### config.mk
export PLATFORM = sky130hd
export DESIGN_NAME = pulse_wave_channel
export DESIGN_NICKNAME = d
export VERILOG_FILES = /design/src/hdl/pwc_pkg.sv /design/src/hdl/pwc_ctrl.sv /design/src/hdl/pwc_dp.sv /design/src/hdl/pulse_wave_channel.sv
export SDC_FILE = /design/constraint.sdc
export NUM_CORES = 1
export LEC_CHECK = 0
export BUFFER_PORTS_ARGS = -buffer_cell sky130_fd_sc_hd__buf_4
export CAP_MARGIN = 5
export CORE_MARGIN = 2
export CORE_UTILIZATION = 55
export CTS_BUF_LIST = sky130_fd_sc_hd__clkbuf_4 sky130_fd_sc_hd__clkbuf_8
export CTS_CLUSTER_SIZE = 30
export DETAILED_ROUTE_END_ITERATION = 10
export PLACE_DENSITY_LB_ADDON = 0.15
export SYNTH_ARGS = -nofsm -noshare
export SYNTH_HDL_FRONTEND = slang
export SYNTH_SLANG_ARGS = --single-unit
### constraint.sdc
create_clock -name clk -period 16.28 [get_ports clk]
set_input_delay 3.256 -clock clk [delete_from_list [all_inputs] [get_ports clk]]
set_output_delay 3.256 -clock clk [all_outputs]
set_load 0.03 [all_outputs]
### src/hdl/pwc_pkg.sv
// ----------------------------------------------------------------------------
// pwc_pkg
// Shared types and constants of the pulse wave channel: register codes,
// controller states, command and status bundles, duty and length tables.
// ----------------------------------------------------------------------------
package pwc_pkg;

	localparam int SR_W     = 16;
	localparam int CPU_W    = 21;
	localparam int FR_W     = 9;
	localparam int CFG_IDX_W = 2;
	localparam int CFG_W    = 21;

	localparam int ENV_W    = 20;
	localparam int SWL_W    = 19;
	localparam int LEN_W    = 24;
	localparam int PHASE_W  = 28;
	localparam int WP_W     = 16;
	localparam int TIMER_W  = 11;
	localparam int ACC_W    = 21;
	localparam int MULA_W   = 11;
	localparam int PROD_W   = MULA_W + SR_W;
	localparam int DVD_W    = 21;

	localparam int DIV_STEPS = DVD_W;
	localparam int CNT_W     = 5;

	localparam logic [SR_W-1:0]  SR_RESET  = 16'd44100;
	localparam logic [CPU_W-1:0] CPU_RESET = 21'd1789772;
	localparam logic [FR_W-1:0]  FR_RESET  = 9'd240;

	localparam logic [CFG_IDX_W-1:0] CFG_OUT_RATE   = 2'd0;
	localparam logic [CFG_IDX_W-1:0] CFG_CPU_CLOCK  = 2'd1;
	localparam logic [CFG_IDX_W-1:0] CFG_FRAME_RATE = 2'd2;

	localparam logic [2:0] REG_DUTY     = 3'd0;
	localparam logic [2:0] REG_SWEEP    = 3'd1;
	localparam logic [2:0] REG_TIMER_LO = 3'd2;
	localparam logic [2:0] REG_TIMER_HI = 3'd3;
	localparam logic [2:0] REG_ENABLE   = 3'd4;

	localparam logic [WP_W-1:0] PERIOD_MAX = 16'h07FF;
	localparam logic [WP_W-1:0] PERIOD_MIN = 16'd8;

	localparam logic [7:0] DUTY_MASK [4] = '{8'h40, 8'h60, 8'h78, 8'h9F};

	localparam logic [7:0] LEN_TABLE [32] = '{
		8'd10, 8'd254, 8'd20, 8'd2, 8'd40, 8'd4, 8'd80, 8'd6,
		8'd160, 8'd8, 8'd60, 8'd10, 8'd14, 8'd12, 8'd26, 8'd14,
		8'd12, 8'd16, 8'd24, 8'd18, 8'd48, 8'd20, 8'd96, 8'd22,
		8'd192, 8'd24, 8'd72, 8'd26, 8'd16, 8'd28, 8'd32, 8'd30
	};

	typedef enum logic [3:0] {
		ST_IDLE,
		ST_WRITE,
		ST_WLEN,
		ST_TICK,
		ST_ENV_LOOP,
		ST_LEN,
		ST_SWP,
		ST_RANGE,
		ST_SEQ,
		ST_DIV,
		ST_FIX,
		ST_EMIT_ZERO,
		ST_EMIT_LEVEL
	} state_t;

	typedef enum logic [1:0] {
		MUL_LEN,
		MUL_ENV,
		MUL_SWP,
		MUL_SEQ
	} mul_sel_t;

	typedef struct packed {
		logic     take_item;
		logic     do_write;
		logic     load_len;
		mul_sel_t mul_sel;
		logic     env_init;
		logic     env_step;
		logic     env_store;
		logic     len_update;
		logic     swp_init;
		logic     swp_step;
		logic     swp_store;
		logic     seq_start;
		logic     div_step;
		logic     div_fix;
		logic     load_out;
		logic     out_zero;
	} cmd_t;

	typedef struct packed {
		logic chan_on;
		logic acc_neg;
		logic len_zero_next;
		logic sweep_on;
		logic period_bad;
		logic phase_ge;
		logic out_free;
	} status_t;

endpackage

### src/hdl/pwc_ctrl.sv
// ----------------------------------------------------------------------------
// pwc_ctrl
// Controller of the pulse wave channel: sequences register writes and the
// envelope, length, sweep, sequencer, divide and emit phases of a sample tick.
// ----------------------------------------------------------------------------
module pwc_ctrl
	import pwc_pkg::*;
(
	input  logic    clk,
	input  logic    arst_n,
	input  logic    item_valid,
	input  logic    kind,
	output logic    item_stall,
	input  status_t st,
	output cmd_t    cmd
);

	state_t state_q;
	state_t state_nxt;
	logic [CNT_W-1:0] cnt_q;
	logic div_last;

	assign div_last = (cnt_q == CNT_W'(DIV_STEPS - 1));

	always_ff @(posedge clk or negedge arst_n) begin
		if (!arst_n) begin
			state_q <= ST_IDLE;
			cnt_q   <= '0;
		end else begin
			state_q <= state_nxt;
			if (state_q == ST_SEQ) begin
				cnt_q <= '0;
			end else if (state_q == ST_DIV) begin
				cnt_q <= cnt_q + CNT_W'(1);
			end
		end
	end

	always_comb begin
		state_nxt   = state_q;
		cmd         = '0;
		cmd.mul_sel = MUL_SEQ;
		item_stall  = 1'b1;
		case (state_q)
			ST_IDLE: begin
				item_stall    = 1'b0;
				cmd.take_item = item_valid;
				if (item_valid) begin
					state_nxt = kind ? ST_WRITE : ST_TICK;
				end
			end
			ST_WRITE: begin
				cmd.do_write = 1'b1;
				cmd.mul_sel  = MUL_LEN;
				state_nxt    = ST_WLEN;
			end
			ST_WLEN: begin
				cmd.load_len = 1'b1;
				state_nxt    = ST_IDLE;
			end
			ST_TICK: begin
				cmd.mul_sel = MUL_ENV;
				if (!st.chan_on) begin
					state_nxt = ST_EMIT_ZERO;
				end else begin
					cmd.env_init = 1'b1;
					state_nxt    = ST_ENV_LOOP;
				end
			end
			ST_ENV_LOOP: begin
				cmd.mul_sel = MUL_ENV;
				if (st.acc_neg) begin
					cmd.env_step = 1'b1;
				end else begin
					cmd.env_store = 1'b1;
					state_nxt     = ST_LEN;
				end
			end
			ST_LEN: begin
				cmd.len_update = 1'b1;
				cmd.swp_init   = 1'b1;
				cmd.mul_sel    = MUL_SWP;
				state_nxt      = st.len_zero_next ? ST_EMIT_ZERO : ST_SWP;
			end
			ST_SWP: begin
				cmd.mul_sel = MUL_SWP;
				if (!st.sweep_on) begin
					state_nxt = ST_RANGE;
				end else if (st.acc_neg) begin
					cmd.swp_step = 1'b1;
				end else begin
					cmd.swp_store = 1'b1;
					state_nxt     = ST_RANGE;
				end
			end
			ST_RANGE: begin
				state_nxt = st.period_bad ? ST_EMIT_ZERO : ST_SEQ;
			end
			ST_SEQ: begin
				cmd.seq_start = 1'b1;
				state_nxt     = st.phase_ge ? ST_EMIT_LEVEL : ST_DIV;
			end
			ST_DIV: begin
				cmd.div_step = 1'b1;
				if (div_last) begin
					state_nxt = ST_FIX;
				end
			end
			ST_FIX: begin
				cmd.div_fix = 1'b1;
				state_nxt   = ST_EMIT_LEVEL;
			end
			ST_EMIT_ZERO: begin
				if (st.out_free) begin
					cmd.load_out = 1'b1;
					cmd.out_zero = 1'b1;
					state_nxt    = ST_IDLE;
				end
			end
			ST_EMIT_LEVEL: begin
				if (st.out_free) begin
					cmd.load_out = 1'b1;
					state_nxt    = ST_IDLE;
				end
			end
			default: begin
				state_nxt = ST_IDLE;
			end
		endcase
	end

endmodule

### src/hdl/pwc_dp.sv
// ----------------------------------------------------------------------------
// pwc_dp
// Datapath of the pulse wave channel: configuration and channel registers,
// shared rate multiplier, envelope/sweep accumulator, restoring divider for
// the sequencer and the output register.
// ----------------------------------------------------------------------------
module pwc_dp
	import pwc_pkg::*;
(
	input  logic                  clk,
	input  logic                  arst_n,
	input  logic                  cfg_write,
	input  logic [CFG_IDX_W-1:0]  cfg_index,
	input  logic [CFG_W-1:0]      cfg_data,
	input  logic [2:0]            reg_index,
	input  logic [7:0]            data,
	input  cmd_t                  cmd,
	output status_t               st,
	output logic                  sample_valid,
	input  logic                  sample_stall,
	output logic signed [4:0]     sample
);

	// configuration
	logic [SR_W-1:0]  sr_q;
	logic [CPU_W-1:0] cpu_q;
	logic [FR_W-1:0]  fr_q;
	logic [SR_W-1:0]  sr_eff;

	// channel state
	logic [7:0]         ctrl_q;
	logic [7:0]         sweep_q;
	logic [TIMER_W-1:0] timer_q;
	logic               on_q;
	logic [3:0]         step_q;
	logic [4:0]         decay_q;
	logic [WP_W-1:0]    wp_q;
	logic [LEN_W-1:0]   len_q;
	logic [ENV_W-1:0]   env_q;
	logic [SWL_W-1:0]   swl_q;
	logic [PHASE_W-1:0] phase_q;

	// working registers
	logic [2:0]        reg_q;
	logic [7:0]        data_q;
	logic [PROD_W-1:0] prod_q;
	logic [ACC_W-1:0]  acc_q;
	logic [DVD_W-1:0]  dvd_q;
	logic [DVD_W-1:0]  rem_q;
	logic [3:0]        q4_q;

	logic              out_valid_q;
	logic signed [4:0] sample_q;

	logic [MULA_W-1:0] mul_a;
	logic [WP_W-1:0]   shifted;
	logic [WP_W:0]     wp_sum;
	logic [WP_W-1:0]   wp_swp;
	logic [LEN_W-1:0]  len_nxt;
	logic [DVD_W:0]    trial;
	logic              fits;
	logic [DVD_W-1:0]  rem_nxt;
	logic [4:0]        decay_nxt;
	logic [3:0]        level;
	logic [7:0]        mask;
	logic              high;
	logic [4:0]        lvl5;
	logic signed [4:0] level_out;
	logic [3:0]        n4;

	assign sr_eff = (sr_q == '0) ? SR_W'(1) : sr_q;

	always_comb begin
		case (cmd.mul_sel)
			MUL_LEN: mul_a = MULA_W'(LEN_TABLE[data_q[7:3]]);
			MUL_ENV: mul_a = MULA_W'({1'b0, ctrl_q[3:0]} + 5'd1);
			MUL_SWP: mul_a = MULA_W'({1'b0, sweep_q[6:4]} + 4'd1);
			MUL_SEQ: mul_a = wp_q[MULA_W-1:0];
			default: mul_a = '0;
		endcase
	end

	// sweep adjustment
	always_comb begin
		shifted = wp_q >> sweep_q[2:0];
		wp_sum  = {1'b0, wp_q} + {1'b0, shifted};
		if (sweep_q[3]) begin
			wp_swp = wp_q - shifted;
		end else begin
			wp_swp = wp_sum[WP_W] ? '1 : wp_sum[WP_W-1:0];
		end
	end

	// length counter, clamps at zero
	always_comb begin
		len_nxt = len_q;
		if (len_q != '0 && !ctrl_q[5]) begin
			len_nxt = (len_q > LEN_W'(fr_q)) ? len_q - LEN_W'(fr_q) : '0;
		end
	end

	// envelope decay
	always_comb begin
		if (ctrl_q[5]) begin
			decay_nxt = {1'b0, decay_q[3:0] - 4'd1};
		end else if (decay_q != '0) begin
			decay_nxt = decay_q - 5'd1;
		end else begin
			decay_nxt = decay_q;
		end
	end

	// restoring divider step
	always_comb begin
		trial   = {rem_q, dvd_q[DVD_W-1]};
		fits    = PROD_W'(trial) >= prod_q;
		rem_nxt = fits ? DVD_W'(PROD_W'(trial) - prod_q) : trial[DVD_W-1:0];
		n4      = q4_q + {3'b0, rem_q != '0};
	end

	// output level
	always_comb begin
		level     = ctrl_q[4] ? ctrl_q[3:0] : decay_q[3:0];
		mask      = DUTY_MASK[ctrl_q[7:6]];
		high      = mask[~step_q[3:1]];
		lvl5      = {1'b0, level};
		level_out = high ? signed'(lvl5) : signed'(5'd0 - lvl5);
	end

	always_comb begin
		st.chan_on       = on_q;
		st.acc_neg       = acc_q[ACC_W-1];
		st.len_zero_next = (len_nxt == '0);
		st.sweep_on      = sweep_q[7] && (sweep_q[2:0] != 3'd0);
		st.period_bad    = (wp_q > PERIOD_MAX) || (wp_q < PERIOD_MIN);
		st.phase_ge      = phase_q >= PHASE_W'(cpu_q);
		st.out_free      = !out_valid_q || !sample_stall;
	end

	always_ff @(posedge clk or negedge arst_n) begin
		if (!arst_n) begin
			sr_q        <= SR_RESET;
			cpu_q       <= CPU_RESET;
			fr_q        <= FR_RESET;
			ctrl_q      <= '0;
			sweep_q     <= '0;
			timer_q     <= '0;
			on_q        <= 1'b0;
			step_q      <= '0;
			decay_q     <= '0;
			wp_q        <= '0;
			len_q       <= '0;
			env_q       <= '0;
			swl_q       <= '0;
			phase_q     <= '0;
			out_valid_q <= 1'b0;
		end else begin
			if (cfg_write) begin
				case (cfg_index)
					CFG_OUT_RATE:   sr_q  <= cfg_data[SR_W-1:0];
					CFG_CPU_CLOCK:  cpu_q <= cfg_data[CPU_W-1:0];
					CFG_FRAME_RATE: fr_q  <= cfg_data[FR_W-1:0];
					default: begin
					end
				endcase
			end
			if (cmd.do_write) begin
				case (reg_q)
					REG_DUTY: ctrl_q <= data_q;
					REG_SWEEP: sweep_q <= data_q;
					REG_TIMER_LO: begin
						timer_q[7:0] <= data_q;
						if (on_q) begin
							wp_q <= WP_W'({timer_q[10:8], data_q}) + WP_W'(1);
						end
					end
					REG_TIMER_HI: begin
						timer_q[10:8] <= data_q[2:0];
						decay_q       <= 5'd16;
						wp_q          <= WP_W'({data_q[2:0], timer_q[7:0]}) + WP_W'(1);
					end
					REG_ENABLE: begin
						on_q <= data_q[0];
						if (!data_q[0]) begin
							len_q <= '0;
						end
					end
					default: begin
					end
				endcase
			end
			if (cmd.load_len && reg_q == REG_TIMER_HI) begin
				len_q <= prod_q[LEN_W-1:0];
			end
			if (cmd.env_step) begin
				decay_q <= decay_nxt;
			end
			if (cmd.env_store) begin
				env_q <= acc_q[ENV_W-1:0];
			end
			if (cmd.len_update) begin
				len_q <= len_nxt;
			end
			if (cmd.swp_step) begin
				wp_q <= wp_swp;
			end
			if (cmd.swp_store) begin
				swl_q <= acc_q[SWL_W-1:0];
			end
			if (cmd.seq_start && st.phase_ge) begin
				phase_q <= phase_q - PHASE_W'(cpu_q);
			end
			if (cmd.div_fix) begin
				phase_q <= (rem_q == '0) ? '0 : PHASE_W'(prod_q - PROD_W'(rem_q));
				step_q  <= step_q + n4;
			end
			if (cmd.load_out) begin
				out_valid_q <= 1'b1;
			end else if (!sample_stall) begin
				out_valid_q <= 1'b0;
			end
		end
	end

	always_ff @(posedge clk) begin
		prod_q <= mul_a * sr_eff;
		if (cmd.take_item) begin
			reg_q  <= reg_index;
			data_q <= data;
		end
		if (cmd.env_init) begin
			acc_q <= {1'b0, env_q} - ACC_W'(fr_q);
		end else if (cmd.swp_init) begin
			acc_q <= ACC_W'(swl_q) - ACC_W'(fr_q[FR_W-1:1]);
		end else if (cmd.env_step || cmd.swp_step) begin
			acc_q <= acc_q + ACC_W'(prod_q[ENV_W-1:0]);
		end
		if (cmd.seq_start) begin
			dvd_q <= cpu_q - phase_q[DVD_W-1:0];
			rem_q <= '0;
			q4_q  <= '0;
		end else if (cmd.div_step) begin
			dvd_q <= {dvd_q[DVD_W-2:0], 1'b0};
			rem_q <= rem_nxt;
			q4_q  <= {q4_q[2:0], fits};
		end
		if (cmd.load_out) begin
			sample_q <= cmd.out_zero ? 5'sd0 : level_out;
		end
	end

	assign sample_valid = out_valid_q;
	assign sample       = sample_q;

endmodule

### src/hdl/pulse_wave_channel.sv
// ----------------------------------------------------------------------------
// pulse_wave_channel
// Pulse sound channel advanced once per output sample.
// ----------------------------------------------------------------------------
// Input items arrive on item_valid/item_stall with kind, reg_index and data.
// A register write (kind 1) is accepted, applied and followed by a length
// load step, and yields nothing. A sample tick (kind 0) yields one signed
// sample on sample_valid/sample_stall; with the channel off it goes straight
// to a zero sample. The envelope and sweep loops take E and S reload steps
// in a tick (usually 0 or 1, at most frame_rate and frame_rate/2). The
// sequencer step count comes from the one-bit-a-cycle restoring divider, and
// the single rate multiplier is shared by all phases; if the phase needs no
// reload the divider is skipped. One item is worked on at a time;
// item_stall is high while it is. The sample sits in an output register, so
// if sample_stall holds it the channel still takes the next item and only
// waits to deliver the following sample. cfg_write/cfg_index/cfg_data set
// the output rate, the timer clock and the frame rate; the user must write
// them only while the channel is idle, which the block does not enforce.
// Reset clears all channel state and restores 44100, 1789772 and 240.
// ----------------------------------------------------------------------------
module pulse_wave_channel
	import pwc_pkg::*;
(
	input  logic                  clk,
	input  logic                  arst_n,
	input  logic                  cfg_write,
	input  logic [CFG_IDX_W-1:0]  cfg_index,
	input  logic [CFG_W-1:0]      cfg_data,
	input  logic                  item_valid,
	output logic                  item_stall,
	input  logic                  kind,
	input  logic [2:0]            reg_index,
	input  logic [7:0]            data,
	output logic                  sample_valid,
	input  logic                  sample_stall,
	output logic signed [4:0]     sample
);

	cmd_t    cmd;
	status_t st;

	pwc_ctrl u_ctrl (
		.clk        (clk),
		.arst_n     (arst_n),
		.item_valid (item_valid),
		.kind       (kind),
		.item_stall (item_stall),
		.st         (st),
		.cmd        (cmd)
	);

	pwc_dp u_dp (
		.clk          (clk),
		.arst_n       (arst_n),
		.cfg_write    (cfg_write),
		.cfg_index    (cfg_index),
		.cfg_data     (cfg_data),
		.reg_index    (reg_index),
		.data         (data),
		.cmd          (cmd),
		.st           (st),
		.sample_valid (sample_valid),
		.sample_stall (sample_stall),
		.sample       (sample)
	);

endmodule

==> results.json, run 1 <==
{
  "min_to": "u_dp.q4_q[3]$_SDFFE_PP0P_",
  "netlist_area_mm2": 0.0283,
  "ys_seq_area_frac": 0.276,
  "numCtsBuffers": 56,
  "max_freq_mhz": 120,
  "synth.distinct_cells": 92,
  "antenna_found_initial": 2,
  "cp_max_fo": 35,
  "crit_type": "reg -> reg",
  "hold_class": "reg -> reg",
  "grt.total_usage": 0.304,
  "start_util": 0.554,
  "syn_nets": 3623,
  "place_area_mm2": 0.0292,
  "critPathMaxStageDelay_ps": 860,
  "reg2reg_to": "u_dp.prod_q[26]$_DFF_P_",
  "grt_pass1_vias": 23600,
  "fin_crit_sh": 0.513,
  "relSlewSlack": 0.172,
  "r2r_slack_ps": 7930,
  "ctsHoldBuffers": 0,
  "arrival_ps": 8880,
  "drt-pass1-iter-count": 5,
  "drt-total-wl_mm": 80.2,
  "gp_congestion": 0.949,
  "cts_tree": "done",
  "drt-wirelength-per-cell_um": 20.4,
  "nets": 3622,
  "fin_area_mm2": 0.0305,
  "die_x_um": 231,
  "r2r_cells": 25,
  "die_height_um": 231,
  "drive_gt1_frac": 0.109,
  "tightest_slew_ps": 1240,
  "drc": 0,
  "die_area_mm2": 0.0533,
  "finalClockSkew_ps": 33.6,
  "cts_setup_buffers": 0,
  "via_per_inst": 6.07,
  "layout_commonest_cell": "inv_1",
  "endpoint_kind": "flip-flop",
  "setup_viol": 0,
  "hold_slack_ps": 477,
  "clock_sinks": 310,
  "synth_cells": 3201,
  "num_vias": 23900,
  "antenna_cells": 0,
  "clock-root-buffer": "clkbuf_8",
  "ys_warn_count": 0,
  "rows": 83,
  "clk_pin_slew_ps": 60,
  "syn_avg_cell_area_um2": 8.85,
  "synth_flop_cell": "dfrtp_1",
  "htreeDepth": 2,
  "final_cell_mix": "inv_1, nand2_1, ha_1",
  "cp.required_ps": 16810,
  "port_buffers": 46,
  "fillerInstances": 4517,
  "grt_pass1_wl_mm": 130,
  "crit_top_cell": "fa_1",
  "cts.repair.resized": 0,
  "overflow": 0,
  "critPathSlowestCell": "and3_1",
  "hold_viol_final": 0,
  "rsz0062_at_grt": "false",
  "maxCapViolations": 0,
  "async_flop_share": 0.645,
  "area.growth.synth_to_final_pct": 7.64,
  "clockBufferDepth": 3,
  "dp_hpwl_mm": 60.3,
  "ys_seq_elements": 310,
  "grt_max_degree": 70,
  "status": "finished, final reports clean",
  "drtIter0Drc": 1937,
  "r2r_start": "u_ctrl.state_q[0]$_DFFE_PN0P_",
  "slew_viol_final": 0,
  "utilization": 0.597,
  "fin_setup_tns_ps": 0,
  "synth_edf_count": 58,
  "ios": 47,
  "holdPathStages": 2,
  "clock_latency_ps": 670,
  "drtAntennaViolNets": 0,
  "core-area_mm2": 0.0511,
  "critPathLaunchType": "flip-flop",
  "fin_crit_ps": 8350,
  "hp-start": "u_dp.q4_q[3]$_SDFFE_PP0P_"
}
==> cells in the mapped netlist (58+ instances only) <==
cell type	count	area, um2
xor2_1	69	604
clkbuf_1	110	413
ha_1	245	3070
nand2_1	284	1070
nor3_1	71	355
fa_1	137	2740
and2_1	69	432
a21oi_1	204	1020
nor2_1	187	702
o21ai_0	217	1090
mux2_2	109	1230
inv_1	321	1200
dfrtp_1	178	4450
xnor2_1	115	1010
edfxtp_1	58	1740
==> critical path: cells and delay by family (launching register included) <==
| family | cells | cell delay, ps |
|---|---|---|
| fa+ha+maj | 6 | 2900 |
| mux | 1 | 270 |
| buf+inv | 3 | 150 |
| compound gates | 8 | 1990 |
| flops | 1 | 610 |
| simple gates | 6 | 2170 |
| xor+xnor | 1 | 120 |
==> area by class of cell <==
class	instances	area (um2)	area share
Timing Repair Buffer	75	569	0.0187
Clock inverter	22	173	0.00566
Tap cell	680	851	0.0279
Inverter	323	1210	0.0398
Sequential cell	310	7820	0.256
Multi-Input combinational cell	2434	18800	0.616
Clock buffer	84	1090	0.0359
==> per-layer routing <==
layer  track usage  share of wire
met2         0.486           0.46
met1         0.429           0.45
met4        0.0935          0.029
met5             0              0
met3        0.0419          0.067
==> registers in the layout (all words and copies together), names as in the netlist, 3 cells and up <==
name	cells
u_dp.env_q	20
u_dp.cpu_q	21
u_dp.timer_q	11
u_dp.phase_q	28
u_dp.rem_q	21
u_ctrl.state_q	4
u_dp.len_q	24
u_dp.prod_q	27
u_dp.swl_q	19
u_dp.dvd_q	21
u_dp.decay_q	5
u_dp.data_q	8
u_dp.ctrl_q	8
u_dp.reg_q	3
u_dp.step_q	4
u_dp.sr_q	16
u_dp.wp_q	16
u_dp.sweep_q	8
u_dp.acc_q	21
u_dp.sample	5
u_ctrl.cnt_q	5
u_dp.q4_q	4
u_dp.fr_q	9
==> through the flow <==
step                      setup WS, ps  std cells
after floorplan                   9190       3201
after global placement            8320       3822
after detailed placement          8050       3822
after CTS                         8000       3928
after global routing              7390       3928
final                             7930       3928
==> how the worst max path moves through the flow <==
stage | startpoint | to | slack, ps
6_report | u_ctrl.state_q[0]$_DFFE_PN0P_ | u_dp.prod_q[26]$_DFF_P_ | 7930
5_1_grt | u_ctrl.state_q[0]$_DFFE_PN0P_ | u_dp.prod_q[26]$_DFF_P_ | 7390
4_1_cts | u_ctrl.state_q[0]$_DFFE_PN0P_ | u_dp.prod_q[26]$_DFF_P_ | 8000
3_5_place_dp | u_ctrl.state_q[0]$_DFFE_PN0P_ | u_dp.prod_q[26]$_DFF_P_ | 8050
3_3_place_gp | u_ctrl.state_q[0]$_DFFE_PN0P_ | u_dp.prod_q[26]$_DFF_P_ | 8320
2_1_floorplan | u_ctrl.state_q[1]$_DFFE_PN0P_ | u_dp.prod_q[26]$_DFF_P_ | 9190
==> cells by family after synthesis <==
kind of cell               after synthesis  share of synthesized area
DFF                                    310                      0.276
buffers and inverters                  457                     0.0622
AOI/OAI and AO/OA                      786                      0.175
and+or+nand+nor                        921                      0.161
adders and majority gates              382                      0.205
muxes                                  161                     0.0635
xor gates and xnor gates               184                     0.0569
Power of run 1 is left out: the tool's default activity adds up to more than one toggle a clock period on the data nets, which glitch-free logic cannot reach.
==> run 2, diff against run 1 <==
==> constraint.sdc (replaced) <==
create_clock -name clk -period 7.25 [get_ports clk]
set_input_delay 1.45 -clock clk [delete_from_list [all_inputs] [get_ports clk]]
set_output_delay 1.45 -clock clk [all_outputs]
set_load 0.03 [all_outputs]
==> results.json, run 2 (synthesis gave the netlist of run 1 again) <==
{
  "rows": 83,
  "numCtsBuffers": 56,
  "max_freq_mhz": 145,
  "gp_congestion": 0.980,
  "cp.required_ps": 7790,
  "hp-start": "u_dp.q4_q[2]$_SDFFE_PP0P_",
  "start_util": 0.554,
  "fin_ws_ps": 377,
  "clockBufferDepth": 3,
  "clock_latency_ps": 660,
  "regArea_mm2": 0.00782,
  "critPathMaxStageDelay_ps": 570,
  "drt-pass1-iter-count": 5,
  "clock-root-buffer": "clkbuf_8",
  "largest-register": "u_dp.phase_q",
  "multi_input_area_mm2": 0.0188,
  "critPathLaunchType": "flip-flop",
  "r2r_cells": 28,
  "layout_commonest_cell": "inv_1",
  "setup_viol": 0,
  "maxCapViolations": 0,
  "nets": 3671,
  "dpl_worst_slack_ps": 93.9,
  "cp_max_fo": 16,
  "slew_viol_final": 0,
  "r2r_start": "u_dp.data_q[3]$_DFFE_PP_",
  "relSlewSlack": 0.199,
  "reg2reg_to": "u_dp.prod_q[26]$_DFF_P_",
  "area.growth.synth_to_final_pct": 9.59,
  "crit_top_cell": "fa_1",
  "ctsHoldBuffers": 0,
  "overflow": 0,
  "largest_reg_flops": 28,
  "finalClockSkew_ps": 39.9,
  "drtAntennaViolNets": 0,
  "via_per_inst": 6.08,
  "grt_max_degree": 131,
  "hold_class": "reg -> reg",
  "final_cell_mix": "inv_1, nand2_1, ha_1",
  "die_area_mm2": 0.0533,
  "num_vias": 24200,
  "die_x_um": 231,
  "clock_sinks": 310,
  "utilization": 0.607,
  "largestRegisters": "u_dp.phase_q x28, u_dp.prod_q x27, u_dp.len_q x24",
  "htreeDepth": 2,
  "antenna_found_initial": 7,
  "die_height_um": 231,
  "r2r_slack_ps": 380,
  "cts_tree": "done",
  "dp_hpwl_mm": 61.4,
  "grt_pass1_wl_mm": 130,
  "holdPathStages": 2,
  "drt-wirelength-per-cell_um": 20.5,
  "critPathLaunch": "u_dp.data_q[3]$_DFFE_PP_",
  "fillerInstances": 4457,
  "hold_viol_final": 0,
  "port_buffers": 46,
  "tightest_slew_ps": 1200,
  "drtIter0Drc": 1947,
  "drive_gt1_frac": 0.126,
  "arrival_ps": 7420,
  "clk_pin_slew_ps": 60,
  "grt.total_usage": 0.305,
  "endpoint_kind": "flip-flop",
  "status": "finished, final reports clean",
  "grt_pass1_vias": 24000,
  "fin_crit_sh": 0.948,
  "fin_setup_tns_ps": 0,
  "min_to": "u_dp.q4_q[3]$_SDFFE_PP0P_",
  "drt-total-wl_mm": 81.4,
  "rsz0062_at_grt": "false",
  "critPathSlowestCell": "fa_1",
  "core-area_mm2": 0.0511,
  "drc": 0,
  "ios": 47,
  "crit_type": "reg -> reg",
  "fin_crit_ps": 6870
}
run 2: layout make-up:
| class | instances | share of cell area |
|---|---|---|
| multi-input cells | 2434 | 0.607 |
| diodes | 2 | 0.000161 |
| inverters | 323 | 0.0392 |
| well taps | 680 | 0.0274 |
| clock inverters | 22 | 0.00907 |
| repair buffers | 124 | 0.0318 |
| clock buffers | 84 | 0.0336 |
| flip-flops and latches | 310 | 0.252 |
run 2: worst max-delay path by stage:
stage	slack, ps	depth (start not counted)	endpoint
global route	10	28	u_dp.prod_q[26]$_DFF_P_
floorplan	160	29	u_dp.prod_q[26]$_DFF_P_
finish	380	28	u_dp.prod_q[26]$_DFF_P_
CTS	40	25	u_dp.prod_q[26]$_DFF_P_
detailed placement	90	25	u_dp.prod_q[26]$_DFF_P_
global placement	260	25	u_dp.prod_q[26]$_DFF_P_
run 2: per-stage QoR:
| step | area, um2 | hold WS [ps] | instances |
|---|---|---|---|
| 2_1_floorplan | 28300 | 446 | 3201 |
| 3_3_place_gp | 29600 | 463 | 3864 |
| 3_5_place_dp | 29600 | 477 | 3864 |
| 4_1_cts | 30900 | 483 | 3970 |
| 5_1_grt | 31000 | 489 | 3978 |
| 6_report | 31000 | 488 | 3979 |
run 2: critical path: cells and delay by family (launching register included):
family	cells	cell delay (ps)
AOI/OAI and AO/OA	9	1440
xor gates and xnor gates	1	120
adders and majority gates	7	3110
buffers and inverters	5	490
DFF	1	400
muxes	1	140
and+or+nand+nor	5	1020
run 2: timing repair:
item                       4_1_cts  5_1_grt
hold endpoints to repair         0        0
setup endpoints to repair        0        4
gates resized for setup          0       20
setup buffers                    0        6
run 2: per-layer routing:
metal,global-route usage,wire length (um),part of all wire
met1,0.416,35400,0.43
met2,0.503,38000,0.47
met3,0.0408,5610,0.069
met4,0.0972,2380,0.029
met5,0,0,0
Power of run 2 is left out for the same reason.
==> run 3, diff against run 2 <==
--- a/config.mk
+++ b/config.mk
@@ -8,7 +8,7 @@
 export BUFFER_PORTS_ARGS = -buffer_cell sky130_fd_sc_hd__buf_4
 export CAP_MARGIN = 5
 export CORE_MARGIN = 2
-export CORE_UTILIZATION = 55
+export CORE_UTILIZATION = 47
 export CTS_BUF_LIST = sky130_fd_sc_hd__clkbuf_4 sky130_fd_sc_hd__clkbuf_8
 export CTS_CLUSTER_SIZE = 30
 export DETAILED_ROUTE_END_ITERATION = 10
==> results.json, run 3 (synthesis gave the netlist of run 1 again) <==
{
  "via_per_inst": 5.83,
  "largest-register": "u_dp.phase_q",
  "ios": 47,
  "drt-wirelength-per-cell_um": 20.1,
  "finalClockSkew_ps": 37.9,
  "cts_tree": "done",
  "clock-root-buffer": "clkbuf_8",
  "grt_pass1_vias": 23800,
  "r2r_slack_ps": 310,
  "crit_top_cell": "fa_1",
  "port_buffers": 46,
  "overflow": 0,
  "maxCapViolations": 0,
  "htreeDepth": 2,
  "hp-start": "u_dp.q4_q[3]$_SDFFE_PP0P_",
  "arrival_ps": 7500,
  "largest_reg_flops": 28,
  "drive_gt1_frac": 0.127,
  "drt-total-wl_mm": 82.1,
  "fin_ws_ps": 313,
  "drtIter0Drc": 2018,
  "clk_pin_slew_ps": 70,
  "slew_viol_final": 0,
  "layout_commonest_cell": "inv_1",
  "cp_max_fo": 7,
  "layout.cells.non_filler": 4083,
  "reg2reg_to": "u_dp.prod_q[26]$_DFF_P_",
  "nets": 3683,
  "core-area_mm2": 0.0592,
  "max_freq_mhz": 144,
  "critPathLaunchType": "flip-flop",
  "dpl_worst_slack_ps": 180,
  "fin_crit_sh": 0.957,
  "largestRegisters": "u_dp.phase_q x28, u_dp.prod_q x27, u_dp.len_q x24",
  "grt.total_usage": 0.261,
  "drtAntennaViolNets": 0,
  "start_util": 0.478,
  "hold_class": "reg -> reg",
  "status": "finished, final reports clean",
  "dp_hpwl_mm": 62.6,
  "num_vias": 23800,
  "rows": 89,
  "drc": 0,
  "grt_pass1_wl_mm": 131,
  "cp.required_ps": 7810,
  "r2r_cells": 28,
  "min_to": "u_dp.q4_q[3]$_SDFFE_PP0P_",
  "hold_viol_final": 0,
  "dp.cells": 3964,
  "antenna_found_initial": 4,
  "numCtsBuffers": 55,
  "holdPathStages": 2,
  "ctsHoldBuffers": 0,
  "crit_type": "reg -> reg",
  "setup_viol": 0,
  "die_x_um": 249,
  "die_height_um": 249,
  "final_cell_mix": "inv_1, nand2_1, ha_1",
  "tightest_slew_ps": 1150,
  "gp_congestion": 0.914,
  "endpoint_kind": "flip-flop",
  "critPathSlowestCell": "or4_4",
  "die_area_mm2": 0.0622,
  "r2r_start": "u_ctrl.state_q[1]$_DFFE_PN0P_",
  "grt_max_degree": 114,
  "clockBufferDepth": 3,
  "clock_latency_ps": 680,
  "area.growth.synth_to_final_pct": 9.95,
  "fin_crit_ps": 6940,
  "critPathMaxStageDelay_ps": 570,
  "clock_sinks": 310,
  "drt-pass1-iter-count": 6,
  "relSlewSlack": 0.231,
  "critPathLaunch": "u_ctrl.state_q[1]$_DFFE_PN0P_"
}
run 3: worst max path at each step:
stage | to | slack, ps | cells after the start
after floorplan | u_dp.prod_q[26]$_DFF_P_ | 160 | 29
after global placement | u_dp.prod_q[26]$_DFF_P_ | 290 | 27
after detailed placement | u_dp.prod_q[26]$_DFF_P_ | 180 | 26
after CTS | u_dp.prod_q[26]$_DFF_P_ | 130 | 26
after global routing | u_dp.prod_q[26]$_DFF_P_ | -8 | 28
final | u_dp.prod_q[26]$_DFF_P_ | 310 | 28
run 3: layout make-up:
type	count	area, um2
fillers	5483	28100
multi-input cells	2434	18800
flip-flops and latches	310	7820
inverters	323	1210
repair buffers	137	1070
well taps	773	967
clock buffers	74	950
clock inverters	29	299
diodes	3	7.51
run 3: critical path, delay by kind of cell (launching register included):
kind	cells	cell delay (ps)
buffers and inverters	5	510
xor gates and xnor gates	1	120
AOI/OAI and AO/OA	9	1510
and+or+nand+nor	6	1320
muxes	1	100
DFF	1	440
adders and majority gates	6	2810
run 3: layer usage:
layer / vias to the layer above / track usage / share of wire
li1: 11300 / - / -
met1: 11600 / 0.356 / 0.45
met2: 711 / 0.434 / 0.47
met3: 169 / 0.0288 / 0.051
met4: 0 / 0.0876 / 0.033
met5: - / 0 / 0
run 3: per-stage QoR:
stage	TNS, ps	util	hold slack, ps	area (um2)
finish	0	0.526	482	31100
global route	-8.23	0.526	505	31100
CTS	0	0.523	484	31000
detailed placement	0	0.501	472	29700
global placement	0	0.501	461	29700
floorplan	0	-	446	28300
run 3: repair_timing:
item | in CTS | in global routing
endpoints found under the hold margin | 0 | 0
gates resized for setup | 0 | 24
buffers inserted | 0 | 11
setup endpoints to repair | 0 | 2
Power of run 3 is left out for the same reason.
